===== config.mk =====
export PLATFORM = sky130hd
export DESIGN_NAME = gsa_ctrl
export DESIGN_NICKNAME = d
export VERILOG_FILES = /design/src/hdl/gsa_pkg.sv /design/src/hdl/gsa_ctrl.sv
export SDC_FILE = /design/constraint.sdc
export NUM_CORES = 1
export LEC_CHECK = 0
export BUFFER_PORTS_ARGS = -buffer_cell sky130_fd_sc_hd__buf_2
export CAP_MARGIN = 10
export CORE_AREA = 2 2 39 41
export DETAILED_ROUTE_END_ITERATION = 12
export DIE_AREA = 0 0 41 43
export PLACE_DENSITY_LB_ADDON = 0.05
export SLEW_MARGIN = 5
export SYNTH_ARGS = -nofsm -noshare
export SYNTH_HDL_FRONTEND = slang
export SYNTH_SLANG_ARGS = --single-unit

===== constraint.sdc =====
create_clock -name aclk -period 1.31 [get_ports aclk]
set_input_delay 0.1965 -clock aclk [delete_from_list [all_inputs] [get_ports aclk]]
set_output_delay 0.1965 -clock aclk [all_outputs]
set_load 0.01 [all_outputs]

===== src/hdl/gsa_pkg.sv =====
// Package for the generational slot allocator: codes, states and the
// controller/datapath command and status structs. No dependencies.
`timescale 1ns / 1ps
package gsa_pkg;

    localparam int NUM_REGS = 8;
    localparam int REG_W    = 4;

    typedef enum logic [2:0] {
        MODE_ALLOC   = 3'd0,
        MODE_ALLOCAT = 3'd1,
        MODE_LOOKUP  = 3'd2,
        MODE_RELEASE = 3'd3,
        MODE_CLEAR   = 3'd4,
        MODE_COUNT   = 3'd5,
        MODE_NOP6    = 3'd6,
        MODE_NOP7    = 3'd7
    } mode_t;

    typedef enum logic [2:0] {
        ST_OK     = 3'd0,
        ST_NOFREE = 3'd1,
        ST_RANGE  = 3'd2,
        ST_BUSY   = 3'd3,
        ST_STALE  = 3'd4
    } status_t;

    typedef enum logic [2:0] {
        S_IDLE,
        S_SCAN,
        S_READ,
        S_DECIDE,
        S_CLEAR,
        S_OUT
    } state_t;

    // Controller to datapath
    typedef struct packed {
        logic load;       // capture the input transaction
        logic scan_init;  // set scan pointer to start
        logic scan_step;  // advance scan pointer
        logic rd;         // issue payload memory read for the target slot
        logic decide;     // evaluate and commit the operation
        logic clr_step;   // clear one category of active flags
        logic out_load;   // result register captures
    } cmd_t;

    // Datapath to controller
    typedef struct packed {
        logic [2:0] mode;
        logic       scan_done;
        logic       clr_done;
    } sts_t;

endpackage


===== src/hdl/gsa_ctrl.sv =====
// Controller state machine of the slot allocator.
// Depends on gsa_pkg.
`timescale 1ns / 1ps
module gsa_ctrl (
    input  logic          aclk,
    input  logic          aresetn,
    input  logic          in_valid,
    output logic          in_ready,
    output logic          out_valid,
    input  logic          out_ready,
    input  gsa_pkg::sts_t sts,
    output gsa_pkg::cmd_t cmd
);
    import gsa_pkg::*;

    state_t state_reg, state_next;
    logic   ov_reg, ov_next;

    // Next state
    always_comb begin
        state_next = state_reg;
        case (state_reg)
            S_IDLE: begin
                if (in_valid) begin
                    case (mode_t'(sts.mode))
                        MODE_ALLOC: state_next = S_SCAN;
                        MODE_COUNT: state_next = S_SCAN;
                        MODE_CLEAR: state_next = S_CLEAR;
                        default:    state_next = S_READ;
                    endcase
                end
            end
            S_SCAN:   state_next = sts.scan_done ? S_READ : S_SCAN;
            S_READ:   state_next = S_DECIDE;
            S_DECIDE: state_next = S_OUT;
            S_CLEAR:  state_next = sts.clr_done ? S_OUT : S_CLEAR;
            S_OUT:    state_next = (!ov_reg || out_ready) ? S_IDLE : S_OUT;
            default:  state_next = S_IDLE;
        endcase
    end

    // Outputs
    always_comb begin
        cmd = '0;
        in_ready = (state_reg == S_IDLE);
        case (state_reg)
            S_IDLE: begin
                cmd.load = in_valid;
                cmd.scan_init = in_valid;
            end
            S_SCAN:  cmd.scan_step = !sts.scan_done;
            S_READ:  cmd.rd = 1'b1;
            S_DECIDE: cmd.decide = 1'b1;
            S_CLEAR: cmd.clr_step = 1'b1;
            S_OUT:   cmd.out_load = !ov_reg || out_ready;
            default: cmd = '0;
        endcase
    end

    always_comb begin
        ov_next = ov_reg;
        if (out_ready) ov_next = 1'b0;
        if (cmd.out_load) ov_next = 1'b1;
    end

    assign out_valid = ov_reg;

    always_ff @(posedge aclk) begin
        if (!aresetn) begin
            state_reg <= S_IDLE;
            ov_reg    <= 1'b0;
        end else begin
            state_reg <= state_next;
            ov_reg    <= ov_next;
        end
    end
endmodule


# After elaboration in Yosys (flattened, before gate mapping)

Index checks and enable logic that the tools add are counted.

Flip-flop bits (word level): 4
Input bits: 9
Output and inout bits: 9
Logic and storage cells: 31

Eq/ne operators: 8
Multiplexer cells: 14
Reduce and logical (&&, ||, !) cells: 7

Operators with widths:

| cell                                                            | number |
|---|---|
| 3-bit one-hot mux with 6 select lines                           | 1 |
| 3-bit == test, second input constant                            | 4 |
| 1-bit two-way mux                                               | 8 |
| 3-bit by 2-bit == test with 1-bit output, second input constant | 2 |
| 3-bit logical NOT                                               | 2 |
| 3-bit two-way mux                                               | 2 |
| 3-bit one-hot mux with 2 select lines                           | 1 |
| 2-bit two-way mux                                               | 2 |
| 3-bit by 1-bit == test with 1-bit output, second input constant | 1 |
| 1-bit logical NOT                                               | 2 |
| 2-bit != test, second input constant                            | 1 |
| 2-bit nonzero test                                              | 1 |
| 2-bit OR reduction                                              | 1 |
| 1-bit logical OR                                                | 1 |

# Longest topological paths before layout

Depth after elaboration: 5
Depth in mapped cells: 4
Depth with buffers taken out: 3

# Least setup slack after synthesis

Ideal clock, no wire load.

Path type: register to register
Start: register state_reg[0]
End: register state_reg[0]
Setup time: 74 ps
Arrival time: 1,365 ps
Data required time: 1,236 ps
Setup slack: -129 ps
Cell stages (with the launch flop): 4
Buffers on the path: 0
Clock period less this slack: 1,439 ps
Cells stage by stage: dfxtp_1 or3_4 or4_1 a31oi_1

Longest elaborated chain between the ends: 2
Elaborated cells on any way between the ends: 8
Classes of those cells: 6 x eq/ne; 1 x mux; 1 x reduce/logical

RTL lines:

| what                                                                   | RTL line       | RTL |
|---|---|---|
| start, declared                                                        | gsa_ctrl.sv:16 | `state_t state_reg, state_next;` |
| start signal, assigned                                                 | gsa_ctrl.sv:73 | `state_reg <= state_next;` |
| 3-bit == test, or another cell as far along                            | gsa_ctrl.sv:22 | `case (state_reg)` |
| 3-bit one-hot mux with 6 select lines or 2-bit != test (tied branches) | --             |  |

Parallel ways exist; a longest one is shown, timed or not.
A chain may end at the register's enable or synchronous reset.

==> results.toml <==
[drt]
drc = 0
wl_per_cell_um = 12.0
antenna_left = 0
first_pass_iters = 2
avgViaCountPerCell = 4.77
postRouteWirelength_um = 939
route.vias.total = 372
drt-initial-drc-count = 2

[floorplanning]
die_w_um = 41
start_util_pct = 21.1
die_h_um = 43
core_area_um2 = 1380
design.die.area_um2 = 1760
io_pins = 18
fp-row-count = 14

[critical_path]
worstReg2RegStart = "state_reg[2]"
cp.arrival_ns = 1.32
required_ns = 1.11
cp-start-kind = "flip-flop"
critical_path_peak_fanout = 2
critical-path-max-stage-delay_ns = 0.38
path_class = "reg2out"
worstSetupEndpointType = "output pin"
crit_top_cell = "buf_6"
path_cells = "or3_4 -> buf_6 -> inv_4 -> and2_4 -> buf_6"
cpMaxStageDelayCell = "or3_4"
setup.worst_path.start = "state_reg[2]"

[timing]
clock.fmax_ghz = 0.657
finalCriticalPeriod_ns = 1.52
skew_ns = 0.00538
worst_pin_slew_ns = 0.310
slew_viol_final = 0
relSlewSlack_pct = 79.3
fin_crit_sh_pct = 116
setup_ws_ns = -0.211
finalSetupViolCount = 5
rsz0062_at_grt = "true"
setup-tns-final_ns = -0.743
hold_viol_final = 0
whs_ns = 0.232

[global_route]
antenna_found_initial = 0
grt_pass1_wl_um = 1390
grt_max_degree = 12
grt-ovfl-total = 0
grt.total_usage_pct = 12.5
grt_pass1_vias = 348

[logic_synthesis]
synth.avg_cell_area_um2 = 7.67
synth-seq-cells = 4
synth_area_um2 = 292
synthCells = 38
yosysSeqAreaShare_pct = 27.5
yosysWarningCount = 0
synth_nets = 47
ys_types = 22

[cells_and_area]
n_antenna_cell = 0
stdcell_count = 78
drive_gt1_share_pct = 61.3
area_growth_pct = 75.5
nNetsFinal = 73
largest_reg_flops = 3

[worst_hold_path]
min_path_type = "in2reg"
worstHoldStart = "aresetn"

[placement]
place_congestion = 0.755
dp_cells = 72
numPortBuffers = 17

[power_and_ir_drop]
peakVddDrop_v = 0.000292
p_int_mw = 0.421
total_power_mw = 0.614
netSwitchingFraction_pct = 31.4
clockPowerShare_pct = 25.1
leakage_nw = 0.244
seqPwrFrac_pct = 24.1
netSwitchingPower_mw = 0.193
comb_power_share_pct = 50.9
power.density_nw_per_um2 = 1200

[clocking]
clkLatencyLatePin_ns = 0.24
cts_buffers = 3
htree_num_levels = 1
clock_sinks = 4
clkTransAtPathRegs_ns = 0.04
ctsRootBufferMaster = "clkbuf_4"
cts_hold_buf = 0
cts_tree = "built"
clock_path_buffers = 2

[outcome]
violations = "setup timing"
status = "complete, but fails checks"

[run]
maxCapViolCount = 0
==> synth_stat cells, drive strengths merged <==
| master | count | area (µm²) |
|---|---|---|
| a21boi | 2 | 15.0 |
| a21oi | 2 | 10.0 |
| a2bb2oi | 1 | 8.76 |
| a31oi | 1 | 6.26 |
| and2 | 2 | 12.5 |
| and3 | 1 | 6.26 |
| and3b | 2 | 17.5 |
| buf | 2 | 15.0 |
| clkbuf | 1 | 3.75 |
| dfxtp | 4 | 80.1 |
| inv | 2 | 7.51 |
| nand2 | 2 | 7.51 |
| nand2b | 1 | 6.26 |
| nor2 | 2 | 7.51 |
| nor2b | 3 | 18.8 |
| nor3 | 1 | 5.00 |
| nor3b | 2 | 15.0 |
| nor4 | 2 | 12.5 |
| o211ai | 1 | 7.51 |
| o21ai | 2 | 10.0 |
| or3 | 1 | 11.3 |
| or4 | 1 | 7.51 |
==> path summary, 6_finish.rpt <==
kind / endpoint / depth (start not counted) / slack [ns]
min reg2reg: out_valid / 2 / 0.52
min: out_valid / 2 / 0.23
max reg2reg: state_reg[0] / 4 / -0.15
max: cmd[5] / 5 / -0.21
==> cell type report <==
class / count / area [µm²]
Clock buffer: 3 / 22.5
Fill cell: 151 / 872
Inverter: 2 / 10.0
Multi-Input combinational cell: 29 / 208
Sequential cell: 4 / 83.8
Tap cell: 16 / 20.0
Timing Repair Buffer: 24 / 168
==> critical path: cells and delay by family, from the launching register on <==
kind,cells,cell delay [ns]
and+or+nand+nor,2,0.51
buffers and inverters,3,0.26
DFF,1,0.31
==> per-stage QoR <==
step	worst slack, ns	instance area, µm²	util, %
after floorplan	-0.0704	297	-
after global placement	-0.0483	413	29.8
after detailed placement	-0.109	413	29.8
after CTS	-0.229	493	35.6
after global routing	-0.252	512	37.0
final	-0.211	512	37.0
==> cell usage in the layout, fill, tap and decap left out, types with 2 or more instances in the layout <==
cell and instances:
a21boi_0 2, a21oi_1 2, and3b_1 2, buf_2 14
buf_4 4, buf_6 6, clkbuf_4 3, dfxtp_2 3
nand2_1 2, nor2b_1 2, nor4_1 2, o21ai_0 2
==> logic make-up (layout without fill, tap and decap cells) <==
family                 after synthesis  count (layout)  synth area share [%]
flip-flops                           4               4                  27.5
AND/OR/NAND/NOR                     20              20                  43.8
buffers and inverters                5              29                  9.01
AO/OA/AOI/OAI                        9               9                  19.7
==> power by group through the flow <==
stage	Clock, mW	Combinational, mW	Sequential [mW]
after CTS	0.167	0.296	0.145
after global placement	0	0.211	0.145
final	0.154	0.312	0.148
after detailed placement	0	0.213	0.146
after global routing	0.174	0.338	0.149
after floorplan	0	0.117	0.155
==> layer usage <==
layer | vias to the layer above | GRT usage [%] | routed length (µm) | share of wire, %
met5 | - | 0 | 0 | 0
met4 | 0 | 10.0 | 0 | 0
met3 | 0 | 4.71 | 39 | 4.2
met2 | 7 | 19.4 | 499 | 53
met1 | 177 | 12.5 | 400 | 43
li1 | 188 | - | - | -
==> timing repair <==
item,in CTS,in global routing
setup buffers,2,1
setup endpoints to repair,8,10
gates resized for setup,11,4
pin swaps,4,2
Note: power is estimated with default switching activity, not from simulation.
